File: src/hdl/bpe_pkg.sv
// Shared types and constants for the breakpoint envelope generator.
`timescale 1ns / 1ps
`default_nettype none

package bpe_pkg;

   localparam int PosW      = 16;  // tick position / tick counter
   localparam int LvlW      = 8;   // envelope level
   localparam int SegW      = 4;   // segment / table index
   localparam int CntW      = 5;   // point count register
   localparam int SegSpan   = 16;  // points addressable by a 4-bit index
   localparam int ValW      = 32;  // Q16.16 values
   localparam int ProdW     = 40;  // 8 x 32 product
   localparam int MulDigitW = 8;   // multiplier operand, one bit per cycle
   localparam int MulCntW   = 3;
   localparam int DivNumW   = 24;  // |dpos * rng| < 2^24
   localparam int DivCntW   = 5;
   localparam int ReqDataW  = 32;
   localparam int ReqUserW  = 2;
   localparam int RspDataW  = 40;
   localparam int CsrIdxW   = 3;

   // op codes carried on req_tuser
   localparam logic [1:0] OP_STEP    = 2'd0;
   localparam logic [1:0] OP_LOAD    = 2'd1;
   localparam logic [1:0] OP_RESTART = 2'd2;

   // register indexes
   localparam logic [CsrIdxW-1:0] CSR_POINT_COUNT  = 3'd0;
   localparam logic [CsrIdxW-1:0] CSR_LOOP_FIRST   = 3'd1;
   localparam logic [CsrIdxW-1:0] CSR_LOOP_LAST    = 3'd2;
   localparam logic [CsrIdxW-1:0] CSR_LEVEL_OFFSET = 3'd3;
   localparam logic [CsrIdxW-1:0] CSR_LEVEL_SCALE  = 3'd4;

   typedef struct packed {
      logic [PosW-1:0] pos;
      logic [LvlW-1:0] lvl;
   } point_type;

   typedef struct packed {
      logic            en;
      logic [SegW-1:0] addr;
      point_type       point;
   } tbl_wr_type;

endpackage

`default_nettype wire

File: src/hdl/bpe_table.sv
// Point table: one write port, one registered read port.
`timescale 1ns / 1ps
`default_nettype none

module bpe_table #(
   parameter int DEPTH = 16
) (
   input  wire                        clock,
   input  wire bpe_pkg::tbl_wr_type   wr,
   input  wire [bpe_pkg::CntW-1:0]    rd_addr,
   output bpe_pkg::point_type         rd_data
);

   localparam int AddrW = (DEPTH > 1) ? $clog2(DEPTH) : 1;

   bpe_pkg::point_type mem_ff [DEPTH];
   bpe_pkg::point_type rd_word_ff;
   logic               rd_ok_ff;

   always_ff @(posedge clock) begin
      if (wr.en && ({1'b0, wr.addr} < bpe_pkg::CntW'(DEPTH))) begin
         mem_ff[wr.addr[AddrW-1:0]] <= wr.point;
      end
   end

   // indexes past the table read as zero
   always_ff @(posedge clock) begin
      rd_ok_ff   <= rd_addr < bpe_pkg::CntW'(DEPTH);
      rd_word_ff <= mem_ff[rd_addr[AddrW-1:0]];
   end

   assign rd_data = rd_ok_ff ? rd_word_ff : '0;

endmodule

`default_nettype wire

File: src/hdl/bpe_mul.sv
// Bit-serial multiplier: unsigned 8-bit operand times signed 32-bit operand.
`timescale 1ns / 1ps
`default_nettype none

module bpe_mul (
   input  wire                                    clock,
   input  wire                                    reset,
   input  wire                                    start,
   input  wire [bpe_pkg::MulDigitW-1:0]           mplier,
   input  wire signed [bpe_pkg::ValW-1:0]         mcand,
   output logic                                   done,
   output logic signed [bpe_pkg::ProdW-1:0]       product
);

   logic signed [bpe_pkg::ValW:0]     hi_ff, hi_in, sum;
   logic [bpe_pkg::MulDigitW-1:0]     lo_ff, lo_in;
   logic signed [bpe_pkg::ValW-1:0]   mcand_ff;
   logic [bpe_pkg::MulCntW-1:0]       cnt_ff;
   logic                              busy_ff;
   logic                              done_ff;

   // add on the low bit, then shift the pair right one place
   always_comb begin
      sum   = hi_ff + (lo_ff[0] ? {mcand_ff[bpe_pkg::ValW-1], mcand_ff} : '0);
      hi_in = {sum[bpe_pkg::ValW], sum[bpe_pkg::ValW:1]};
      lo_in = {sum[0], lo_ff[bpe_pkg::MulDigitW-1:1]};
   end

   always_ff @(posedge clock) begin
      if (start) begin
         hi_ff    <= '0;
         lo_ff    <= mplier;
         mcand_ff <= mcand;
      end else if (busy_ff) begin
         hi_ff <= hi_in;
         lo_ff <= lo_in;
      end
   end

   always_ff @(posedge clock) begin
      if (reset) begin
         busy_ff <= 1'b0;
         done_ff <= 1'b0;
         cnt_ff  <= '0;
      end else begin
         done_ff <= busy_ff && (cnt_ff == '0);
         if (start) begin
            busy_ff <= 1'b1;
            cnt_ff  <= bpe_pkg::MulCntW'(bpe_pkg::MulDigitW - 1);
         end else if (busy_ff) begin
            cnt_ff <= cnt_ff - 1'b1;
            if (cnt_ff == '0) begin
               busy_ff <= 1'b0;
            end
         end
      end
   end

   assign done    = done_ff;
   assign product = {hi_ff[bpe_pkg::ValW-1:0], lo_ff};

endmodule

`default_nettype wire

File: src/hdl/bpe_div.sv
// Restoring divider, one quotient bit per cycle, 24-bit by 16-bit unsigned.
`timescale 1ns / 1ps
`default_nettype none

module bpe_div (
   input  wire                          clock,
   input  wire                          reset,
   input  wire                          start,
   input  wire [bpe_pkg::DivNumW-1:0]   dividend,
   input  wire [bpe_pkg::PosW-1:0]      divisor,
   output logic                         done,
   output logic [bpe_pkg::DivNumW-1:0]  quotient
);

   logic [bpe_pkg::PosW-1:0]    rem_ff, rem_in, den_ff;
   logic [bpe_pkg::DivNumW-1:0] quo_ff, quo_in;
   logic [bpe_pkg::PosW:0]      trial, diff;
   logic                        ge;
   logic [bpe_pkg::DivCntW-1:0] cnt_ff;
   logic                        busy_ff;
   logic                        done_ff;

   // dividend shifts out the top of quo_ff as quotient bits shift in
   always_comb begin
      trial  = {rem_ff, quo_ff[bpe_pkg::DivNumW-1]};
      diff   = trial - {1'b0, den_ff};
      ge     = trial >= {1'b0, den_ff};
      rem_in = ge ? diff[bpe_pkg::PosW-1:0] : trial[bpe_pkg::PosW-1:0];
      quo_in = {quo_ff[bpe_pkg::DivNumW-2:0], ge};
   end

   always_ff @(posedge clock) begin
      if (start) begin
         rem_ff <= '0;
         quo_ff <= dividend;
         den_ff <= divisor;
      end else if (busy_ff) begin
         rem_ff <= rem_in;
         quo_ff <= quo_in;
      end
   end

   always_ff @(posedge clock) begin
      if (reset) begin
         busy_ff <= 1'b0;
         done_ff <= 1'b0;
         cnt_ff  <= '0;
      end else begin
         done_ff <= busy_ff && (cnt_ff == '0);
         if (start) begin
            busy_ff <= 1'b1;
            cnt_ff  <= bpe_pkg::DivCntW'(bpe_pkg::DivNumW - 1);
         end else if (busy_ff) begin
            cnt_ff <= cnt_ff - 1'b1;
            if (cnt_ff == '0) begin
               busy_ff <= 1'b0;
            end
         end
      end
   end

   assign done     = done_ff;
   assign quotient = quo_ff;

endmodule

`default_nettype wire

File: src/hdl/breakpoint_envelope_generator.sv
// Top level of the breakpoint envelope generator: sequencer, registers, output stage.
`timescale 1ns / 1ps
`default_nettype none

// Channel   Direction  Handshake               Payload
// req_      in         req_tvalid/req_tready   tuser op, tdata point and sustain fields
// rsp_      out        rsp_tvalid/rsp_tready   tdata level and scaled value
// csr_      in         csr_valid/csr_ready     csr_index, csr_data
//
// A step item takes four table reads and then, when the level is interpolated,
// a serial multiply, a serial divide and a second serial multiply for the Q16.16
// value, each unit flagging done through a register; when the point level is used
// directly only the second multiply follows the reads. Load and restart items
// complete in the idle state, and a new item is taken only there. The divider produces one quotient bit per cycle.
// Reset is synchronous and active high; the point table is not cleared.
// A finished result waits in the output register; while it is not taken the
// next step item runs up to its final cycle and holds there.

module breakpoint_envelope_generator #(
   parameter int MAX_POINTS = 16
) (
   input  wire                              clock,
   input  wire                              reset,
   // req channel
   input  wire                              req_tvalid,
   output logic                             req_tready,
   // [0] sustain_held, [4:1] point_index, [20:5] point_position,
   // [28:21] point_level, [31:29] zero
   input  wire [bpe_pkg::ReqDataW-1:0]      req_tdata,
   // [1:0] op
   input  wire [bpe_pkg::ReqUserW-1:0]      req_tuser,
   // rsp channel
   output logic                             rsp_tvalid,
   input  wire                              rsp_tready,
   // [7:0] level, [39:8] scaled_value
   output logic [bpe_pkg::RspDataW-1:0]     rsp_tdata,
   // configuration write channel
   input  wire                              csr_valid,
   output logic                             csr_ready,
   input  wire [bpe_pkg::CsrIdxW-1:0]       csr_index,
   input  wire [bpe_pkg::ValW-1:0]          csr_data
);

   // points actually stored: a 4-bit index reaches no further than SegSpan
   localparam int Depth = (MAX_POINTS < bpe_pkg::SegSpan) ? MAX_POINTS : bpe_pkg::SegSpan;

   localparam logic [3:0] ST_IDLE    = 4'd0;
   localparam logic [3:0] ST_RD_SEG  = 4'd1;
   localparam logic [3:0] ST_RD_NXT  = 4'd2;
   localparam logic [3:0] ST_RD_LF   = 4'd3;
   localparam logic [3:0] ST_RD_LF1  = 4'd4;
   localparam logic [3:0] ST_MUL_RNG = 4'd5;
   localparam logic [3:0] ST_DIV     = 4'd6;
   localparam logic [3:0] ST_MUL_SCL = 4'd7;
   localparam logic [3:0] ST_OUT     = 4'd8;

   // ---------------- input item fields ----------------
   logic [1:0]                  req_op;
   logic                        req_sus;
   logic [bpe_pkg::SegW-1:0]    req_idx;
   logic [bpe_pkg::PosW-1:0]    req_pos;
   logic [bpe_pkg::LvlW-1:0]    req_lvl;

   assign req_op  = req_tuser[1:0];
   assign req_sus = req_tdata[0];
   assign req_idx = req_tdata[4:1];
   assign req_pos = req_tdata[20:5];
   assign req_lvl = req_tdata[28:21];

   // ---------------- configuration registers ----------------
   logic [bpe_pkg::CntW-1:0]          point_count_ff;
   logic [bpe_pkg::SegW-1:0]          loop_first_ff;
   logic [bpe_pkg::SegW-1:0]          loop_last_ff;
   logic signed [bpe_pkg::ValW-1:0]   level_offset_ff;
   logic signed [bpe_pkg::ValW-1:0]   level_scale_ff;

   assign csr_ready = 1'b1;

   always_ff @(posedge clock) begin
      if (reset) begin
         point_count_ff  <= bpe_pkg::CntW'(1);
         loop_first_ff   <= '0;
         loop_last_ff    <= '0;
         level_offset_ff <= '0;
         level_scale_ff  <= bpe_pkg::ValW'(65536);
      end else if (csr_valid && csr_ready) begin
         case (csr_index)
            bpe_pkg::CSR_POINT_COUNT:  point_count_ff  <= csr_data[bpe_pkg::CntW-1:0];
            bpe_pkg::CSR_LOOP_FIRST:   loop_first_ff   <= csr_data[bpe_pkg::SegW-1:0];
            bpe_pkg::CSR_LOOP_LAST:    loop_last_ff    <= csr_data[bpe_pkg::SegW-1:0];
            bpe_pkg::CSR_LEVEL_OFFSET: level_offset_ff <= csr_data;
            bpe_pkg::CSR_LEVEL_SCALE:  level_scale_ff  <= csr_data;
            default: ;
         endcase
      end
   end

   // points in use, clamped to 1..Depth
   logic [bpe_pkg::CntW-1:0] cnt_used;
   always_comb begin
      if (point_count_ff == '0) begin
         cnt_used = bpe_pkg::CntW'(1);
      end else if (point_count_ff > bpe_pkg::CntW'(Depth)) begin
         cnt_used = bpe_pkg::CntW'(Depth);
      end else begin
         cnt_used = point_count_ff;
      end
   end

   // ---------------- state ----------------
   logic [3:0]                  state_ff, state_in;
   logic [bpe_pkg::SegW-1:0]    seg_ff, seg_in;
   logic [bpe_pkg::PosW-1:0]    tick_ff, tick_in;
   logic                        sus_ff;
   logic [bpe_pkg::PosW-1:0]    p0_ff, p1_ff, plf_ff, plf1_ff;
   logic [bpe_pkg::LvlW-1:0]    l0_ff, l1_ff, lv_ff, lv_in;
   logic                        rsp_valid_ff;
   logic [bpe_pkg::RspDataW-1:0] rsp_data_ff;

   logic req_fire;
   logic out_load;

   assign req_tready = (state_ff == ST_IDLE);
   assign req_fire   = req_tvalid && req_tready;
   assign out_load   = (state_ff == ST_OUT) && (!rsp_valid_ff || rsp_tready);

   // ---------------- point table ----------------
   bpe_pkg::tbl_wr_type       tbl_wr;
   bpe_pkg::point_type        tbl_rd;
   logic [bpe_pkg::CntW-1:0]  tbl_addr;
   logic [bpe_pkg::CntW-1:0]  seg_nxt, lf_nxt;

   assign seg_nxt = {1'b0, seg_ff} + 1'b1;
   assign lf_nxt  = {1'b0, loop_first_ff} + 1'b1;

   always_comb begin
      tbl_wr.en        = req_fire && (req_op == bpe_pkg::OP_LOAD);
      tbl_wr.addr      = req_idx;
      tbl_wr.point.pos = req_pos;
      tbl_wr.point.lvl = req_lvl;
   end

   // read address for the word that arrives in the following state
   always_comb begin
      case (state_ff)
         ST_RD_SEG: tbl_addr = seg_nxt;
         ST_RD_NXT: tbl_addr = {1'b0, loop_first_ff};
         ST_RD_LF:  tbl_addr = lf_nxt;
         default:   tbl_addr = {1'b0, seg_ff};
      endcase
   end

   bpe_table #(
      .DEPTH (Depth)
   ) u_table (
      .clock   (clock),
      .wr      (tbl_wr),
      .rd_addr (tbl_addr),
      .rd_data (tbl_rd)
   );

   // ---------------- interpolation terms ----------------
   logic                        interp;
   logic                        rng_neg;
   logic [bpe_pkg::LvlW-1:0]    rng_mag;
   logic [bpe_pkg::PosW-1:0]    dpos, dur;

   always_comb begin
      interp  = (tick_ff > p0_ff) && (seg_nxt < cnt_used) && (p1_ff > p0_ff);
      rng_neg = l1_ff < l0_ff;
      rng_mag = rng_neg ? (l0_ff - l1_ff) : (l1_ff - l0_ff);
      dpos    = tick_ff - p0_ff;
      dur     = p1_ff - p0_ff;
   end

   // ---------------- serial arithmetic units ----------------
   logic                                 mul_start, mul_done;
   logic [bpe_pkg::MulDigitW-1:0]        mul_mplier;
   logic signed [bpe_pkg::ValW-1:0]      mul_mcand;
   logic signed [bpe_pkg::ProdW-1:0]     mul_product;
   logic                                 div_start, div_done;
   logic [bpe_pkg::DivNumW-1:0]          div_quotient;
   logic [bpe_pkg::LvlW-1:0]             lv_div;
   logic [bpe_pkg::DivNumW:0]            lv_sum;

   // level from the quotient, sign restored, clamped to 0..255
   always_comb begin
      lv_sum = {1'b0, div_quotient} + (bpe_pkg::DivNumW + 1)'(l0_ff);
      if (rng_neg) begin
         lv_div = (div_quotient > bpe_pkg::DivNumW'(l0_ff)) ? '0 :
                  (l0_ff - div_quotient[bpe_pkg::LvlW-1:0]);
      end else begin
         lv_div = (lv_sum > (bpe_pkg::DivNumW + 1)'(255)) ? bpe_pkg::LvlW'(255) :
                  lv_sum[bpe_pkg::LvlW-1:0];
      end
   end

   // first multiply is dpos * |rng|, second is level * scale
   always_comb begin
      mul_start  = 1'b0;
      mul_mplier = l0_ff;
      mul_mcand  = level_scale_ff;
      if (state_ff == ST_RD_LF1) begin
         mul_start = 1'b1;
         if (interp) begin
            mul_mplier = rng_mag;
            mul_mcand  = {{(bpe_pkg::ValW - bpe_pkg::PosW){1'b0}}, dpos};
         end
      end else if ((state_ff == ST_DIV) && div_done) begin
         mul_start  = 1'b1;
         mul_mplier = lv_div;
      end
   end

   assign div_start = (state_ff == ST_MUL_RNG) && mul_done;

   bpe_mul u_mul (
      .clock   (clock),
      .reset   (reset),
      .start   (mul_start),
      .mplier  (mul_mplier),
      .mcand   (mul_mcand),
      .done    (mul_done),
      .product (mul_product)
   );

   bpe_div u_div (
      .clock    (clock),
      .reset    (reset),
      .start    (div_start),
      .dividend (mul_product[bpe_pkg::DivNumW-1:0]),
      .divisor  (dur),
      .done     (div_done),
      .quotient (div_quotient)
   );

   // ---------------- scaled value, saturated ----------------
   logic signed [bpe_pkg::ProdW:0]   sv_sum;
   logic [bpe_pkg::ValW-1:0]         sv_sat;

   always_comb begin
      sv_sum = {{(bpe_pkg::ProdW + 1 - bpe_pkg::ValW){level_offset_ff[bpe_pkg::ValW-1]}},
                level_offset_ff}
             + {mul_product[bpe_pkg::ProdW-1], mul_product};
      if ((sv_sum[bpe_pkg::ProdW:bpe_pkg::ValW-1] == '0) ||
          (sv_sum[bpe_pkg::ProdW:bpe_pkg::ValW-1] == '1)) begin
         sv_sat = sv_sum[bpe_pkg::ValW-1:0];
      end else if (sv_sum[bpe_pkg::ProdW]) begin
         sv_sat = {1'b1, {(bpe_pkg::ValW - 1){1'b0}}};
      end else begin
         sv_sat = {1'b0, {(bpe_pkg::ValW - 1){1'b1}}};
      end
   end

   // ---------------- tick advance and sustain loop ----------------
   logic                        loop_case;
   logic [bpe_pkg::PosW-1:0]    tick_adv, tick_lf;
   logic [bpe_pkg::SegW-1:0]    seg_adv;

   always_comb begin
      loop_case = sus_ff && (seg_ff >= loop_last_ff);
      seg_adv   = seg_ff;
      tick_adv  = tick_ff;
      tick_lf   = plf_ff + 1'b1;
      if (!loop_case) begin
         if (seg_nxt < cnt_used) begin
            tick_adv = tick_ff + 1'b1;
            if (tick_adv == p1_ff) begin
               seg_adv = seg_nxt[bpe_pkg::SegW-1:0];
            end
         end
      end else if (seg_ff != loop_first_ff) begin
         // jump back to the loop start, then, if it lies before the loop end, take one normal step
         seg_adv  = loop_first_ff;
         tick_adv = plf_ff;
         if ((loop_first_ff < loop_last_ff) && (lf_nxt < cnt_used)) begin
            tick_adv = tick_lf;
            if (tick_lf == plf1_ff) begin
               seg_adv = lf_nxt[bpe_pkg::SegW-1:0];
            end
         end
      end
   end

   // ---------------- sequencer ----------------
   always_comb begin
      state_in = state_ff;
      seg_in   = seg_ff;
      tick_in  = tick_ff;
      lv_in    = lv_ff;
      case (state_ff)
         ST_IDLE: begin
            if (req_fire) begin
               case (req_op)
                  bpe_pkg::OP_STEP: state_in = ST_RD_SEG;
                  bpe_pkg::OP_RESTART: begin
                     seg_in  = '0;
                     tick_in = '0;
                  end
                  default: ;
               endcase
            end
         end
         ST_RD_SEG: state_in = ST_RD_NXT;
         ST_RD_NXT: state_in = ST_RD_LF;
         ST_RD_LF:  state_in = ST_RD_LF1;
         ST_RD_LF1: begin
            lv_in    = l0_ff;
            state_in = interp ? ST_MUL_RNG : ST_MUL_SCL;
         end
         ST_MUL_RNG: begin
            if (mul_done) begin
               state_in = ST_DIV;
            end
         end
         ST_DIV: begin
            if (div_done) begin
               lv_in    = lv_div;
               state_in = ST_MUL_SCL;
            end
         end
         ST_MUL_SCL: begin
            if (mul_done) begin
               state_in = ST_OUT;
            end
         end
         ST_OUT: begin
            if (out_load) begin
               seg_in   = seg_adv;
               tick_in  = tick_adv;
               state_in = ST_IDLE;
            end
         end
         default: state_in = ST_IDLE;
      endcase
   end

   always_ff @(posedge clock) begin
      if (reset) begin
         state_ff <= ST_IDLE;
         seg_ff   <= '0;
         tick_ff  <= '0;
      end else begin
         state_ff <= state_in;
         seg_ff   <= seg_in;
         tick_ff  <= tick_in;
      end
   end

   // operand capture
   always_ff @(posedge clock) begin
      lv_ff <= lv_in;
      if (req_fire) begin
         sus_ff <= req_sus;
      end
      case (state_ff)
         ST_RD_SEG: begin
            p0_ff <= tbl_rd.pos;
            l0_ff <= tbl_rd.lvl;
         end
         ST_RD_NXT: begin
            p1_ff <= tbl_rd.pos;
            l1_ff <= tbl_rd.lvl;
         end
         ST_RD_LF:  plf_ff  <= tbl_rd.pos;
         ST_RD_LF1: plf1_ff <= tbl_rd.pos;
         default: ;
      endcase
   end

   // ---------------- output register ----------------
   always_ff @(posedge clock) begin
      if (reset) begin
         rsp_valid_ff <= 1'b0;
      end else if (out_load) begin
         rsp_valid_ff <= 1'b1;
      end else if (rsp_tready) begin
         rsp_valid_ff <= 1'b0;
      end
   end

   always_ff @(posedge clock) begin
      if (out_load) begin
         rsp_data_ff <= {sv_sat, lv_ff};
      end
   end

   assign rsp_tvalid = rsp_valid_ff;
   assign rsp_tdata  = rsp_data_ff;

endmodule

`default_nettype wire

File: config.mk
export PLATFORM = sky130hd
export DESIGN_NAME = breakpoint_envelope_generator
export DESIGN_NICKNAME = d
export VERILOG_FILES = /design/src/hdl/bpe_pkg.sv /design/src/hdl/bpe_table.sv /design/src/hdl/bpe_mul.sv /design/src/hdl/bpe_div.sv /design/src/hdl/breakpoint_envelope_generator.sv
export SDC_FILE = /design/constraint.sdc
export NUM_CORES = 2
export LEC_CHECK = 0
export BUFFER_PORTS_ARGS = -buffer_cell sky130_fd_sc_hd__buf_4
export CORE_ASPECT_RATIO = 1.25
export CORE_MARGIN = 5
export CORE_UTILIZATION = 57
export CTS_CLUSTER_SIZE = 14
export DETAILED_ROUTE_END_ITERATION = 16
export PLACE_DENSITY = 0.77
export SLEW_MARGIN = 20
export SYNTH_ARGS = -nofsm -noshare
export SYNTH_HDL_FRONTEND = slang
export SYNTH_HIERARCHICAL = 1
export SYNTH_SLANG_ARGS = --single-unit
File: constraint.sdc
create_clock -name clock -period 4.3 [get_ports clock]
set_input_delay 0.645 -clock clock [delete_from_list [all_inputs] [get_ports clock]]
set_output_delay 0.645 -clock clock [all_outputs]
set_load 0.005 [all_outputs]
==> impl_metrics.env <==
export IMPL_cp_end_kind="flop"
export IMPL_placementRows=107
export IMPL_crit_required_ps=4800
export IMPL_synth_seq_cells=780
export IMPL_fill_cells=5014
export IMPL_fin_crit_sh=0.9932
export IMPL_holdWs_ps=191.8
export IMPL_cts_hold_buf=0
export IMPL_synth_edf_count=593
export IMPL_synthArstFlopShare=0
export IMPL_cts_root_buffer="clkbuf_16"
export IMPL_start_util=0.5736
export IMPL_gp_congestion=0.9665
export IMPL_swShare=0.3027
export IMPL_cp_max_fo=15
export IMPL_grt_use_total=0.2703
export IMPL_final_cell_mix="edfxtp_1, nand2_1, a21oi_1"
export IMPL_min_path_type="input port to flop"
export IMPL_grt_max_degree=77
export IMPL_yosysSeqAreaShare=0.5525
export IMPL_cts_path_max_buffers=3
export IMPL_ant_nets=0
export IMPL_vdd_drop_max_mv=0.4138
export IMPL_outcome="finished, final reports clean"
export IMPL_firstDrtPassIters=6
export IMPL_core_um2=68010
export IMPL_grtUsageMet3=0.03154
export IMPL_drive_gt1_frac=0.1622
export IMPL_crit_chain="ha_4 > a21o_1 > a221o_1 > a221o_1 > o21ai_2 > a2111oi_2 > buf_4 > or3_1 > a21oi_2 > xor2_1 > nand2_1 > or4_4 > o21ai_4 > buf_12 > a31o_1"
export IMPL_htreeDepth=3
export IMPL_critPathLaunchType="flop"
export IMPL_critPathArrivalTime_ps=4770
export IMPL_gr_max_usage_layer="met2"
export IMPL_dp_hpwl_mm=69.55
export IMPL_area_growth_syn_to_layout_pct=12.80
export IMPL_clkLatencyLatePin_ps=640
export IMPL_portBuffers=112
export IMPL_slew_headroom=0.3050
export IMPL_grt_pass1_wl_mm=156.2
export IMPL_leakage_nw=16.17
export IMPL_syn_inst=3273
export IMPL_vias=27120
export IMPL_post_route_util=0.6470
export IMPL_maxSlewViolCount=0
export IMPL_power_frac_comb=0.251
export IMPL_synth_main_ff_cell="edfxtp_1"
export IMPL_worst_pin_slew_ps=1043
export IMPL_r2r_cells=15
export IMPL_synth_top_area_cell="edfxtp_1"
export IMPL_grt_pass1_vias=27720
export IMPL_yosysUniqueCellTypes=98
export IMPL_die_area_um2=73800
export IMPL_met2_usage=0.4959
export IMPL_cts_tree="built"
export IMPL_power_switching_mw=6.472
export IMPL_wl_per_cell_um=23.46
export IMPL_clock_sinks=780
export IMPL_viasPerCell=6.228
export IMPL_power_density_nw_per_um2=486.0
export IMPL_cts_buffers_inserted=78
export IMPL_fmax_ghz=0.2342
export IMPL_io_pin_count=117
export IMPL_die_w_um=244.0
export IMPL_met1_usage=0.3065
export IMPL_fp_dieH_um=302.5
export IMPL_syn_nets=3537
export IMPL_internal_power_mw=14.91
export IMPL_cp_common_cell="a221o_1"
export IMPL_drt_iter0_markers=2119
export IMPL_synth_top_cell_area_share=0.4565
export IMPL_cap_violations=0
export IMPL_placed_area_um2=41090
export IMPL_nNetsFinal=3681
export IMPL_wl_mm=102.2
export IMPL_hold_viol=0
export IMPL_p_seq_frac=0.423
export IMPL_period_needed_ps=4271
export IMPL_yosys_top_cells_area="edfxtp_1, dfxtp_1, ha_1, mux4_2, nand2_1"
export IMPL_finClkSkew_ps=25.34
export IMPL_slowest_delay_ps=580
export IMPL_crit_slowest_cell="or4_4"
export IMPL_total_power_mw=21.38
export IMPL_netlist_area_um2=39010
export IMPL_antenna_found_initial=1
export IMPL_n_antenna_cell=0
export IMPL_avgSynthCellArea_um2=11.92
export IMPL_finalSetupViolCount=0
export IMPL_drc_errors=0
export IMPL_hold_path_depth=1
export IMPL_rsz0062_at_grt="true"
export IMPL_stdcell_area_um2=44000
export IMPL_grt_overflow_total=0
export IMPL_ys_warn_count=6
export IMPL_pwr_share_clk=0.326
export IMPL_mostFrequentLayoutCell="edfxtp_1"
export IMPL_cts_clk_slew_worst_paths_ps=60
export IMPL_crit_type="flop to flop"
## Yosys cell counts (7+ instances only)
| master | n |
|---|---|
| nand3_1 | 59 |
| a211oi_1 | 20 |
| mux2i_1 | 31 |
| o211ai_1 | 15 |
| and2_1 | 87 |
| nor4_1 | 13 |
| nand4_1 | 38 |
| mux2_2 | 35 |
| o221ai_1 | 12 |
| nor2_1 | 208 |
| a311oi_1 | 8 |
| edfxtp_1 | 593 |
| a31oi_1 | 15 |
| buf_1 | 8 |
| buf_6 | 16 |
| a2111oi_0 | 7 |
| nor2b_1 | 27 |
| nand2_1 | 341 |
| mux4_2 | 96 |
| inv_1 | 131 |
| o21a_1 | 22 |
| a22oi_1 | 56 |
| nand2b_1 | 27 |
| ha_1 | 181 |
| o22ai_1 | 8 |
| a21o_1 | 74 |
| o32ai_1 | 9 |
| xor2_1 | 90 |
| nor3_1 | 48 |
| and3_1 | 42 |
| xnor2_1 | 102 |
| o21ai_0 | 135 |
| o21bai_1 | 21 |
| fa_1 | 9 |
| dfxtp_1 | 187 |
| a211o_1 | 7 |
| clkbuf_1 | 107 |
| or3_1 | 10 |
| o221a_2 | 7 |
| o2111ai_1 | 7 |
| a21boi_0 | 9 |
| buf_2 | 17 |
| a21oi_1 | 218 |
## per-layer routing
layer,up-vias,part of all wire
met1,13370,0.36
met3,270,0.055
met4,2,0.060
li1,12420,-
met2,1059,0.52
met5,-,0.000069
## what timing repair did
item | CTS | global route
buffers inserted | 0 | 10
pin swaps | 0 | 11
gates resized for setup | 1 | 30
endpoints found under the setup margin | 1 | 38
gates cloned | 0 | 4
## power by group through the flow
| stage | Clock, mW | Sequential (mW) | Combinational [mW] |
|---|---|---|---|
| 6_report | 6.97 | 9.05 | 5.37 |
| 5_1_grt | 7.43 | 9.07 | 5.80 |
| 4_1_cts | 7.09 | 9.05 | 5.25 |
| 3_5_place_dp | 0 | 9.20 | 5.18 |
| 3_3_place_gp | 0 | 9.18 | 5.02 |
| 2_1_floorplan | 0 | 9.00 | 3.78 |
## cells by family after synthesis
group / after synthesis / synth area share
XOR/XNOR: 192 / 0.04311
AO/OA/AOI/OAI: 719 / 0.1214
flip-flops: 780 / 0.5525
other: 1 / 0.00009614
buffers and inverters: 285 / 0.03143
adder cells (fa/ha/maj): 190 / 0.06268
AND/OR/NAND/NOR: 944 / 0.1153
multiplexers: 162 / 0.07349
## cell type report
cell class / instances / area (um2) / area share
multi-input cells: 2210 / 16470 / 0.3743
flip-flops and latches: 780 / 21560 / 0.4899
clock buffers: 115 / 2222 / 0.05050
clock inverters: 31 / 435.4 / 0.009896
well taps: 872 / 1091 / 0.02480
inverters: 133 / 499.2 / 0.01135
repair buffers: 214 / 1728 / 0.03927
## registers in the layout, indices dropped and copies added (netlist names), 24 cells and up
name,cells
level_scale_ff,32
u_mul/hi_ff,32
u_div/quotient,24
u_table/rd_word_ff,24
u_mul/mcand_ff,32
rsp_tdata,40
level_offset_ff,32
u_table/mem_ff,384
## per-stage QoR
step,setup TNS (ps),std cells,setup WS [ps]
CTS,0,4341,11.80
finish,0,4355,29.33
detailed placement,0,4195,26.35
floorplan,0,3273,258.1
global route,-1381,4355,-72.95
global placement,0,4195,135.2
## worst paths after layout
kind	startpoint	end	slack, ps
hold / removal	req_tdata[0]	sus_ff$_DFFE_PP_	190
setup / recovery	u_mul/lo_ff[7]$_DFFE_PP_	rsp_tdata[23]$_DFFE_PP_	30
hold reg to reg	lv_ff[2]$_DFFE_PP_	rsp_tdata[2]$_DFFE_PP_	430
setup reg to reg	u_mul/lo_ff[7]$_DFFE_PP_	rsp_tdata[23]$_DFFE_PP_	30
## worst max-delay path: cells and delay by family (launching register included)
kind,cells,cell delay [ps]
buf+inv,2,360
compound gates,8,1810
simple gates,3,980
flops,1,530
fa+ha+maj,1,230
xor+xnor,1,200
No activity file was read; power rests on OpenSTA's default activity.
